[config.mk]
export PLATFORM = sky130hd
export DESIGN_NAME = uart_rx_ring_buffer_core
export DESIGN_NICKNAME = d
export VERILOG_FILES = /design/src/rtl/core/urrb_pkg.sv /design/src/rtl/core/urrb_ram.sv /design/src/rtl/core/uart_rx_ring_buffer_core.sv
export SDC_FILE = /design/constraint.sdc
export NUM_CORES = 1
export LEC_CHECK = 0
export BUFFER_PORTS_ARGS = -buffer_cell sky130_fd_sc_hd__clkbuf_2
export CAP_MARGIN = 30
export CELL_PAD_IN_SITES_DETAIL_PLACEMENT = 1
export CELL_PAD_IN_SITES_GLOBAL_PLACEMENT = 1
export CORE_UTILIZATION = 36
export CTS_CLUSTER_DIAMETER = 60
export DETAILED_ROUTE_END_ITERATION = 6
export PLACE_DENSITY_LB_ADDON = 0.15
export SLEW_MARGIN = 5
export SYNTH_ARGS = -nofsm -noshare
export SYNTH_HDL_FRONTEND = slang
export SYNTH_SLANG_ARGS = --single-unit
[constraint.sdc]
create_clock -name clk -period 5.8 [get_ports clk]
set_input_delay 1.45 -clock clk [delete_from_list [all_inputs] [get_ports clk]]
set_output_delay 1.45 -clock clk [all_outputs]
set_load 0.05 [all_outputs]
[src/rtl/core/urrb_pkg.sv]
// Shared types and constants for the UART receive ring buffer.
package urrb_pkg;

	localparam int DEPTH_DEFAULT = 64;
	localparam int BYTE_W        = 8;
	localparam int COUNT_W       = 32;

	// request kind codes
	localparam logic [1:0] KIND_RX    = 2'd0;
	localparam logic [1:0] KIND_READ  = 2'd1;
	localparam logic [1:0] KIND_CLEAR = 2'd2;

	typedef struct packed {
		logic [1:0]        kind;
		logic [BYTE_W-1:0] line_byte;
		logic              line_byte_valid;
	} req_t;

	typedef struct packed {
		logic [BYTE_W-1:0]  read_byte;
		logic               read_valid;
		logic               available;
		logic [COUNT_W-1:0] overrun_count;
	} res_t;

endpackage

[src/rtl/core/urrb_ram.sv]
// Generic single-write, single-read RAM with registered read data.
module urrb_ram #(
	parameter int WIDTH = 8,
	parameter int DEPTH = 64
) (
	input  logic                     clk,
	input  logic                     we,
	input  logic [$clog2(DEPTH)-1:0] waddr,
	input  logic [WIDTH-1:0]         wdata,
	input  logic                     re,
	input  logic [$clog2(DEPTH)-1:0] raddr,
	output logic [WIDTH-1:0]         rdata
);

	logic [WIDTH-1:0] mem [DEPTH];

	always_ff @(posedge clk) begin
		if (we) begin
			mem[waddr] <= wdata;
		end
		if (re) begin
			rdata <= mem[raddr];
		end
	end

endmodule

[src/rtl/core/uart_rx_ring_buffer_core.sv]
// Top level of the UART receive ring buffer with overrun counter.
//
// A request is taken on every clock edge where start is high; busy never
// rises, so one request per cycle is sustained. Each request produces exactly
// one result, shown for one cycle with result_valid high, in the cycle right
// after the request was taken. The receiver cannot stall: the
// result is gone after that cycle. Pointers and the overrun counter update at
// the accept edge; the ring storage is a RAM whose registered read port
// delivers a popped byte in the result cycle. The ring holds DEPTH-1 bytes.
// A receive event with the ring full drops the byte and bumps the wrapping
// 32-bit overrun count. A read of an empty ring returns the receiver's byte
// when line_byte_valid is set. A clear zeroes both pointers and the count.
// RAM contents are not reset; only written slots are ever read.
module uart_rx_ring_buffer_core #(
	parameter int DEPTH = urrb_pkg::DEPTH_DEFAULT
) (
	input  logic           clk,
	input  logic           arst_n,
	input  logic           start,
	output logic           busy,
	input  urrb_pkg::req_t req,
	output logic           result_valid,
	output urrb_pkg::res_t result
);
	import urrb_pkg::*;

	localparam int PtrW = $clog2(DEPTH);
	localparam logic [PtrW-1:0] PtrLast = PtrW'(DEPTH - 1);

	function automatic logic [PtrW-1:0] advance(input logic [PtrW-1:0] p);
		advance = (p == PtrLast) ? '0 : p + 1'b1;
	endfunction

	logic               accept;
	logic [PtrW-1:0]    wr_ptr_q, rd_ptr_q, wr_ptr_d, rd_ptr_d, wr_ptr_nxt;
	logic [COUNT_W-1:0] count_q, count_d;
	logic               is_rx, is_read, is_clear;
	logic               full, empty;
	logic               push, drop, pop, fall;

	logic               valid_s1, pop_s1, fall_s1, avail_s1;
	logic [BYTE_W-1:0]  byte_s1;
	logic [BYTE_W-1:0]  ram_rdata;

	assign busy   = 1'b0;
	assign accept = start & ~busy;

	// decode and next-state for pointers and counter
	always_comb begin
		is_rx      = req.kind == KIND_RX;
		is_read    = req.kind == KIND_READ;
		is_clear   = req.kind == KIND_CLEAR;
		wr_ptr_nxt = advance(wr_ptr_q);
		full       = wr_ptr_nxt == rd_ptr_q;
		empty      = wr_ptr_q == rd_ptr_q;
		push       = accept & is_rx & req.line_byte_valid & ~full;
		drop       = accept & is_rx & req.line_byte_valid & full;
		pop        = accept & is_read & ~empty;
		fall       = accept & is_read & empty & req.line_byte_valid;

		wr_ptr_d = wr_ptr_q;
		rd_ptr_d = rd_ptr_q;
		count_d  = count_q;
		if (accept && is_clear) begin
			wr_ptr_d = '0;
			rd_ptr_d = '0;
			count_d  = '0;
		end else begin
			if (push) begin
				wr_ptr_d = wr_ptr_nxt;
			end
			if (pop) begin
				rd_ptr_d = advance(rd_ptr_q);
			end
			if (drop) begin
				count_d = count_q + 1'b1;
			end
		end
	end

	always_ff @(posedge clk or negedge arst_n) begin
		if (!arst_n) begin
			wr_ptr_q <= '0;
			rd_ptr_q <= '0;
			count_q  <= '0;
			valid_s1 <= 1'b0;
			pop_s1   <= 1'b0;
			fall_s1  <= 1'b0;
			avail_s1 <= 1'b0;
		end else begin
			wr_ptr_q <= wr_ptr_d;
			rd_ptr_q <= rd_ptr_d;
			count_q  <= count_d;
			valid_s1 <= accept;
			pop_s1   <= pop;
			fall_s1  <= fall;
			avail_s1 <= (wr_ptr_d != rd_ptr_d) | req.line_byte_valid;
		end
	end

	// fall-through byte, payload only
	always_ff @(posedge clk) begin
		if (accept) begin
			byte_s1 <= req.line_byte;
		end
	end

	// ring storage: push writes at the write pointer, pop reads at the read pointer
	urrb_ram #(
		.WIDTH(BYTE_W),
		.DEPTH(DEPTH)
	) u_ring (
		.clk  (clk),
		.we   (push),
		.waddr(wr_ptr_q),
		.wdata(req.line_byte),
		.re   (pop),
		.raddr(rd_ptr_q),
		.rdata(ram_rdata)
	);

	always_comb begin
		result_valid         = valid_s1;
		result.read_valid    = pop_s1 | fall_s1;
		result.available     = avail_s1;
		result.overrun_count = count_q;
		if (pop_s1) begin
			result.read_byte = ram_rdata;
		end else if (fall_s1) begin
			result.read_byte = byte_s1;
		end else begin
			result.read_byte = '0;
		end
	end

	a_clear_zeroes: assert property (@(posedge clk) disable iff (!arst_n)
		(accept && is_clear) |=> (wr_ptr_q == '0 && rd_ptr_q == '0 && count_q == '0))
		else $error("clear did not zero pointers and count");

	a_count_only_on_drop: assert property (@(posedge clk) disable iff (!arst_n)
		(!drop && !(accept && is_clear)) |=> $stable(count_q))
		else $error("overrun count moved without a drop");

	a_pop_xor_fall: assert property (@(posedge clk) disable iff (!arst_n)
		!(pop_s1 && fall_s1))
		else $error("pop and fall-through in the same result");

	a_result_follows_accept: assert property (@(posedge clk) disable iff (!arst_n)
		accept |=> result_valid)
		else $error("request without result");

	a_never_full_ptrs: assert property (@(posedge clk) disable iff (!arst_n)
		push |=> (wr_ptr_q != rd_ptr_q))
		else $error("push left ring looking empty");

endmodule
==> results of run 1 <==
where the power goes:
part / leakage (nW) / internal (mW) / switching [mW]
Clock: 1.03 / 2.47 / 1.64
Sequential: 5.40 / 4.58 / 0.0854
Combinational: 1.95 / 0.688 / 0.788
routing by layer:
layer  up-vias  track usage [%]
li1       4893                -
met1      6041             26.8
met2       323             28.7
met3        69             3.91
met4         0             3.98
met5         -                0
cell usage in the layout, fill, tap and decap left out, types with 3 or more instances in the layout:
master      count
nand4_1         6
and4_1          4
mux2i_1         5
nand3b_1        4
a21oi_1        17
inv_1           6
buf_4          17
clkinvlp_4      3
or2_2           4
nor2b_1         6
xor2_1         18
clkbuf_1        9
clkinv_2       13
edfxtp_1      528
o211ai_1        3
mux4_2        168
ha_1            3
bufinv_16      12
clkbuf_16      61
nand2b_1        5
o21ai_0        14
clkbuf_2       56
nand2_1        39
or3_1          11
xnor2_1        20
and2_1          3
dfrtp_1        44
and3_1          9
buf_12          3
nand3_1        16
clkinv_1        9
clkinv_4        3
a22o_1          7
nor3_1          4
nor2_1        113
cell families (layout without fill, tap and decap cells):
kind of cell	count (synthesis)	in the layout
AND/OR/NAND/NOR	240	240
buffers and inverters	70	197
other	1	1
XOR/XNOR	38	38
AO/OA/AOI/OAI	59	59
flip-flops	576	576
adder cells (fa/ha/maj)	3	3
multiplexers	175	175
layout make-up:
class	count	area, sq um	share of cell area (%)
inverter	7	26.3	0.0989
timing repair buffer	77	495	1.87
clock buffer	70	1560	5.87
multi-input combinational	516	5800	21.8
clock inverter	43	557	2.10
sequential	576	17100	64.3
tap	846	1060	3.99
sequential cells by signal, indices dropped and copies added (netlist names):
| signal | cells |
|---|---|
| u_ring.mem | 512 |
| count_q | 32 |
| byte_s1 | 8 |
| u_ring.rdata | 8 |
| rd_ptr_q | 6 |
| wr_ptr_q | 6 |
| avail_s1 | 1 |
| fall_s1 | 1 |
| pop_s1 | 1 |
| result_valid | 1 |
how the worst max path moves through the flow:
| stage | to | slack [ns] |
|---|---|---|
| finish | u_ring.mem[37][5] | 1.60 |
| floorplan | u_ring.mem[56][0] | 2.30 |
| global route | u_ring.mem[38][7] | 1.43 |
| global placement | u_ring.mem[38][6] | 1.18 |
| CTS | u_ring.mem[37][1] | 1.65 |
| detailed placement | u_ring.mem[38][7] | 1.15 |
stage by stage:
step | cell area, sq um | hold WS (ns) | cells | power [mW]
2_1_floorplan | 23100 | 0.615 | 1162 | 5.69
4_1_cts | 26500 | 0.586 | 2133 | 10.4
3_3_place_gp | 24400 | 0.553 | 2019 | 6.24
6_report | 26600 | 0.578 | 2135 | 10.3
3_5_place_dp | 24400 | 0.566 | 2020 | 6.24
5_1_grt | 26600 | 0.597 | 2135 | 10.6
worst min-delay path, cell delays in order, from the launching register on:
cell     delay [ns]
dfrtp_1        0.38
xor2_1         0.08
nor2_1         0.07
==> results.toml, run 1 <==
[hold_path]
hold_end = "count_q[31]"
min_from = "count_q[31]"
worstHoldPathCells = 2
hold_class = "reg2reg"

[timing]
fin_crit_sh_pct = 72.3
tns_ns = 0
worst_pin_slew_ns = 1.01
max_freq_ghz = 0.238
skew_ns = 0.0285
finalSetupViolations = 0
final_hold_viol_count = 0
setup_ws_ns = 1.60
slew_headroom_pct = 32.5
maxSlewViolCount = 0
rsz0062_at_grt = "false"
finalCriticalPeriod_ns = 4.20

[critical_path]
critPathLaunchType = "flop"
worstPathArrival_ns = 4.46
critical_path.top_delay_family = "simple AND/OR/NAND/NOR gates"
cp_common_cell = "and3_1"
crit_required_ns = 6.07
endpoint_kind = "flop"
r2r-start = "wr_ptr_q[0]"
crit_chain = "ha_1 > and3_1 > nand3_1 > and3_1 > a21oi_1 > a22oi_1 > buf_4 > nor2b_1 > nand2_1 > nor2_1"
crit_path_start = "wr_ptr_q[0]"
r2r_end = "u_ring.mem[37][5]"
reg2regPathDepth = 10
max_stage_delay_ns = 0.85
ff2ff_setup_slack_ns = 1.60
crit_fanout = 11
cpMaxStageDelayCell = "nor2_1"
path_class = "reg2reg"
cp.depth = 10
path_buf_inv = 1

[finish]
n_antenna_cell = 0
final_util_pct = 42.0
fillers = 5998
area_growth_pct = 14.8
nNetsFinal = 1255
drive_gt1_share_pct = 27.9

[drt]
drtPass1Iterations = 5
vias = 11300
highest_layer = "met4"
drt-total-wl_mm = 59.7
first_iter_violations = 881
met1Wirelength_mm = 27.6
vias_per_cell = 5.30
drc = 0
wl_met3_mm = 3.28
wl_per_cell_um = 28.0
routed-wl-met2_mm = 27.9
antenna_left = 0

[clock_tree]
cts_htree_levels = 2
numCtsBuffers = 60
cts.sinks = 576
post-cts-setup-buffer-count = 0
cts_root_buffer = "clkbuf_16"
clk_latency_ns = 0.64
hold_buffers = 0
cts_tree = "yes"
cts_resized = 0
ctsLongestPathBuffers = 3
path_clk_slew_ns = 0.06

[floorplanning]
die-area_sq_mm = 0.0653
dieWidth_um = 256
num_rows = 92
io_pins = 58
dieHeight_um = 256
initial_utilization_pct = 36.5
fp.coreArea_sq_mm = 0.0633

[grt]
antenna_found_initial = 3
grt_start_max_net_pins = 84
grt_overflow_total = 0
grt_pass1_vias = 11900
grt_usage_pct = 18.5
grt_pass1_wl_mm = 87.5

[yosys]
synth.area.mux_share_pct = 16.7
synth_top_area_share_pct = 68.5
synth_xor_xnor_area_share_pct = 1.44
synthTopCellsByCount = "edfxtp_1, mux4_2, nor2_1, dfrtp_1, clkbuf_1"
ys_async_sr_fraction_pct = 8.33
ys.warnings.count = 0
synth_cell_type_count = 62
synth_seq_cells = 576
synth_fp_nets = 1179
avgSynthCellArea_sq_um = 19.9
ys_seq_area_share_pct = 73.7
synthesis.area_sq_mm = 0.0231
yosys.area_share.simple_pct = 5.07
synth_top_area_cell = "edfxtp_1"
synth_area_leaders = "edfxtp_1, mux4_2, dfrtp_1, nor2_1, xnor2_1"
synth_cells = 1162
ys.flop_type = "edfxtp_1"
synthMostInstantiatedCell = "edfxtp_1"
synth_fa_ha_area_share_pct = 0.162
synth_top_family_by_area = "multiplexers"
synth_edf_count = 528
synth-compound-area-share_pct = 1.69

[placed_design]
dp_worst_setup_slack_ns = 1.15
place.gp.congestion = 0.797
io_buffers = 56
hpwl_mm = 36.9

[status]
status = "finished, final reports clean"

[flow_run]
cap_violations = 0

[power]
peakVddDrop_mv = 0.234
power_density_mw_per_mm2 = 386
power.leakage_nw = 8.39
(Power assumes the default switching activity.)
==> run 2: changes to the inputs <==
- clock period: 5.8 -> 3.8 ns (I/O delays scaled with it)
==> run 2 against run 1 <==
Against the previous run:
- clock power is 50% higher
- utilization increased by 1.0 points
- combinational power increased by 55%
==> results.toml, run 2 (synthesis gave the netlist of run 1 again) <==
[grt]
grt_pass1_wl_mm = 86.6
grt_pass1_vias = 12500
grt_overflow_total = 0
antenna_found_initial = 1
grt_usage_pct = 18.2
grt_start_max_net_pins = 66

[floorplanning]
fp.coreArea_sq_mm = 0.0633
initial_utilization_pct = 36.5
num_rows = 92
die-area_sq_mm = 0.0653
dieHeight_um = 256
dieWidth_um = 256
io_pins = 58

[finish]
final_cell_mix = "edfxtp_1, mux4_2, nor2_1, buf_4, clkbuf_16"
final-seq-area_sq_mm = 0.0171
multi_input_area_sq_mm = 0.00580
final_cells = 2216
fillers = 6005
area_growth_pct = 17.6
nNetsFinal = 1341
final_common_cell = "edfxtp_1"
final_util_pct = 43.0
largest_reg_flops = 512
drive_gt1_share_pct = 31.9
finalInstanceArea_sq_mm = 0.0272
n_antenna_cell = 0
largest-register = "u_ring.mem"
biggestRegsByFlops = "u_ring.mem x512, count_q x32"

[drt]
antenna_left = 0
vias = 11600
drtPass1Iterations = 5
first_iter_violations = 944
vias_per_cell = 5.24
drc = 0
wl_per_cell_um = 26.4
drt-total-wl_mm = 58.5

[power]
peakVddDrop_mv = 0.307
power.leakage_nw = 8.82
power.share.clock_pct = 39.6
seqPwrFrac_pct = 45.7
swShare_pct = 24.7
p_sw_mw = 3.86
p_int_mw = 11.7
combPwrFrac_pct = 14.7
power_density_mw_per_mm2 = 574

[critical_path]
crit_required_ns = 4.10
endpoint_kind = "flop"
worstPathArrival_ns = 3.65
crit_chain = "and2_1 > nand3_2 > mux2i_2 > a211oi_2 > a22oi_1 > nor2_1 > nand2_1 > nor2_1 > buf_4"
cpMaxStageDelayCell = "dfrtp_1"
cp_common_cell = "nor2_1"
critPathLaunchType = "flop"
max_stage_delay_ns = 0.55
path_class = "reg2reg"
crit_fanout = 10

[clock_tree]
clk_latency_ns = 0.61
numCtsBuffers = 66
cts_htree_levels = 3
cts_root_buffer = "clkbuf_16"
hold_buffers = 0
ctsLongestPathBuffers = 3
cts.sinks = 576
cts_tree = "yes"
post-cts-setup-buffer-count = 0
path_clk_slew_ns = 0.06
cts_resized = 0

[status]
status = "finished, final reports clean"

[timing]
rsz0062_at_grt = "false"
fin_crit_sh_pct = 88.0
worst_pin_slew_ns = 0.883
tns_ns = 0
skew_ns = 0.0239
slew_headroom_pct = 41.1
final_hold_viol_count = 0
max_freq_ghz = 0.299
finalSetupViolations = 0
setup_ws_ns = 0.455
finalCriticalPeriod_ns = 3.35
maxSlewViolCount = 0

[placed_design]
hpwl_mm = 36.6
dp_worst_setup_slack_ns = 0.243
place.gp.congestion = 0.769
placed_area_sq_mm = 0.0251
io_buffers = 56
post-place-cells = 2101

[hold_path]
hold_class = "in2async"

[flow_run]
cap_violations = 0
## run 2: power by group through the flow
stage | clock network, mW | registers (mW) | logic, mW
finish | 6.18 | 7.14 | 2.29
global route | 6.55 | 7.15 | 2.45
CTS | 6.35 | 7.14 | 2.36
detailed placement | 0 | 7.28 | 2.36
global placement | 0 | 7.27 | 2.36
floorplan | 0 | 7.14 | 1.55
## run 2: layout make-up
type,instances,share of cell area [%]
tap,846,3.89
clock inverter,30,1.19
multi-input combinational,516,21.3
timing repair buffer,157,4.28
inverter,7,0.0966
sequential,576,62.7
clock buffer,84,6.51
## run 2: per-stage QoR
step           total power [mW]  hold WS [ns]
4_1_cts                    15.9         0.485
2_1_floorplan              8.69         0.615
5_1_grt                    16.1         0.170
6_report                   15.6         0.188
3_5_place_dp               9.64         0.556
3_3_place_gp               9.63         0.549
## run 2: routing by layer
layer  track usage (%)  part of all wire, %
met1              26.0                   46
met2              28.3                   47
met3              3.50                  5.1
met4              5.64                  2.1
met5                 0                    0
## run 2: path summary, 6_finish.rpt
path / from / endpoint / slack (ns) / depth (start not counted)
setup / recovery: wr_ptr_q[2] / u_ring.mem[50][4] / 0.45 / 9
max in group asynchronous: arst_n / count_q[14] / 2.90 / 3
hold reg to reg: count_q[31] / count_q[31] / 0.55 / 2
hold / removal: arst_n / wr_ptr_q[5] / 0.19 / 1
min in group clk: count_q[31] / count_q[31] / 0.55 / 2
setup reg to reg: wr_ptr_q[2] / u_ring.mem[50][4] / 0.45 / 9
## run 2: critical path, delay by kind of cell (launching register included)
| family | cells | cell delay, ns |
|---|---|---|
| AO/OA/AOI/OAI | 2 | 0.66 |
| buffers and inverters | 1 | 0.21 |
| flip-flops | 1 | 0.55 |
| multiplexers | 1 | 0.24 |
| AND/OR/NAND/NOR | 5 | 1.38 |
==> run 3: changes to the inputs <==
- ABC_AREA: not set -> 1
- CTS_BUF_LIST: not set -> sky130_fd_sc_hd__clkbuf_8
==> run 3 against run 2 <==
Against the previous run:
- combinational power rose by 37%
- clock skew is 0.010 ns higher
- first-iteration DRC count increased by 51%
- sequential cell count did not move
- critical path type unchanged
- largest power group unchanged
==> results.toml, run 3 <==
[yosys]
synth_cells = 2007
synth_area_leaders = "edfxtp_1, nor2_1, o21ai_0, dfrtp_1, nand2_1"
synth_fp_nets = 2024
synthesis.area_sq_mm = 0.0240
synthTopCellsByCount = "edfxtp_1, nor2_1, o21ai_0, nand2_1, nand3_1"
ys_async_sr_fraction_pct = 8.33
synth_top_area_cell = "edfxtp_1"
ys_seq_area_share_pct = 71.1
ys.flop_type = "edfxtp_1"
synth_top_area_share_pct = 66.1
synth_cell_type_count = 54
ys.warnings.count = 0
synthMostInstantiatedCell = "edfxtp_1"
synth_edf_count = 528
synth_seq_cells = 576
avgSynthCellArea_sq_um = 12.0

[clock_tree]
cts.sinks = 576
numCtsBuffers = 99
cts_htree_levels = 3
clk_latency_ns = 0.71
ctsLongestPathBuffers = 3
path_clk_slew_ns = 0.07
post-cts-setup-buffer-count = 0
cts_tree = "yes"
cts_root_buffer = "clkbuf_8"

[drt]
first_iter_violations = 1427
drtPass1Iterations = 5
met1Wirelength_mm = 33.2
drc = 0
routed-wl-met2_mm = 36.8
vias = 16600
wl_per_cell_um = 24.7
drt-total-wl_mm = 75.4
antenna_left = 0
vias_per_cell = 5.43
highest_layer = "met4"
wl_met3_mm = 3.22

[timing]
finalCriticalPeriod_ns = 3.67
maxSlewViolCount = 0
skew_ns = 0.0341
finalSetupViolations = 0
worst_pin_slew_ns = 0.905
slew_headroom_pct = 39.4
max_freq_ghz = 0.272
rsz0062_at_grt = "true"
fin_crit_sh_pct = 96.7
final_hold_viol_count = 0

[finish]
nNetsFinal = 2128
largest_reg_flops = 512
final_cell_mix = "edfxtp_1, nor2_1, o21ai_0, nand2_1, clkbuf_8"
biggestRegsByFlops = "u_ring.mem x512, count_q x32"
final-seq-area_sq_mm = 0.0171
fillers = 7098
finalInstanceArea_sq_mm = 0.0275
final_common_cell = "edfxtp_1"
area_growth_pct = 14.6
drive_gt1_share_pct = 14.3
multi_input_area_sq_mm = 0.00617
largest-register = "u_ring.mem"

[critical_path]
path_buf_inv = 0
r2r_end = "u_ring.mem[4][6]"
worstPathArrival_ns = 3.99
cp.depth = 13
reg2regPathDepth = 13
critical_path.top_delay_family = "simple AND/OR/NAND/NOR gates"
crit_fanout = 10
endpoint = "u_ring.mem[4][6]"
r2r-start = "wr_ptr_q[0]"
endpoint_kind = "flop"
crit_chain = "ha_1 > nand2_1 > nor2_4 > nand2_2 > nand2_1 > nand2_1 > nand2_1 > nor2_4 > nand3_4 > nand2_2 > nor2_2 > nand3_2 > nor2_1"
cp_common_cell = "nand2_1"
path_class = "reg2reg"
crit_path_start = "wr_ptr_q[0]"
crit_required_ns = 4.12
cpMaxStageDelayCell = "nor2_1"
critPathLaunchType = "flop"
ff2ff_setup_slack_ns = 0.13
max_stage_delay_ns = 0.75

[placed_design]
place.gp.congestion = 0.835
io_buffers = 56
placed_area_sq_mm = 0.0255
hpwl_mm = 48.2

[power]
peakVddDrop_mv = 0.250
p_total_mw = 15.7
power_density_mw_per_mm2 = 571
power.leakage_nw = 9.33

[floorplanning]
initial_utilization_pct = 36.4
fp.coreArea_sq_mm = 0.0659
dieHeight_um = 260
die-area_sq_mm = 0.0677
dieWidth_um = 260
num_rows = 94
io_pins = 58

[grt]
antenna_found_initial = 2
grt_overflow_total = 0
grt_pass1_vias = 17300
grt_start_max_net_pins = 133
grt_pass1_wl_mm = 112
grt_usage_pct = 22.5

[hold_path]
hold_class = "in2async"

[status]
status = "finished, final reports clean"

[flow_run]
cap_violations = 0
run 3: power breakdown:
| part | switching, mW | internal, mW |
|---|---|---|
| clock | 2.59 | 2.84 |
| combinational | 2.30 | 0.849 |
| sequential | 0.112 | 6.99 |
run 3: cells by family after synthesis:
kind of cell	after synthesis	synth area share, %
adder cells (fa/ha/maj)	3	0.157
other	1	0.0156
buffers and inverters	190	3.33
AND/OR/NAND/NOR	762	13.6
XOR/XNOR	16	0.584
flip-flops	576	71.1
AO/OA/AOI/OAI	459	11.2
run 3: timing repair:
| action | in CTS | in global routing |
|---|---|---|
| endpoints found under the setup margin | 0 | 112 |
| hold buffers | 0 | 0 |
| resized for setup | 0 | 11 |
run 3: worst min path at each step:
stage                             end  slack [ns]  cells after the start
after global routing      count_q[12]        0.19                      2
after CTS                 count_q[14]        0.35                      1
after detailed placement  count_q[18]        0.53                      1
after floorplan              avail_s1        0.65                      0
after global placement    count_q[18]        0.54                      1
final                     count_q[14]        0.21                      2
run 3: stage by stage:
step / instances / util (%) / TNS, ns / hold WS (ns) / worst slack, ns
floorplan: 2007 / - / 0 / 0.648 / 0.985
global placement: 2871 / 38.7 / 0 / 0.542 / 0.236
detailed placement: 2872 / 38.7 / 0 / 0.525 / 0.129
CTS: 3049 / 41.6 / 0 / 0.353 / 0.139
global route: 3055 / 41.7 / -4.76 / 0.185 / -0.117
finish: 3055 / 41.7 / 0 / 0.213 / 0.125
run 3: area by class of cell:
type | instances | share of cell area [%]
flip-flops and latches | 576 | 62.1
repair buffers | 127 | 3.70
diodes | 4 | 0.0364
multi-input cells | 1241 | 22.4
inverters | 66 | 0.952
clock buffers | 102 | 5.11
well taps | 864 | 3.93
clock inverters | 75 | 1.72
run 3: layer usage:
layer,GRT usage [%],up-vias
met5,0,-
met4,7.65,0
met3,3.57,129
met2,37.2,419
met1,30.1,8477
li1,-,7564
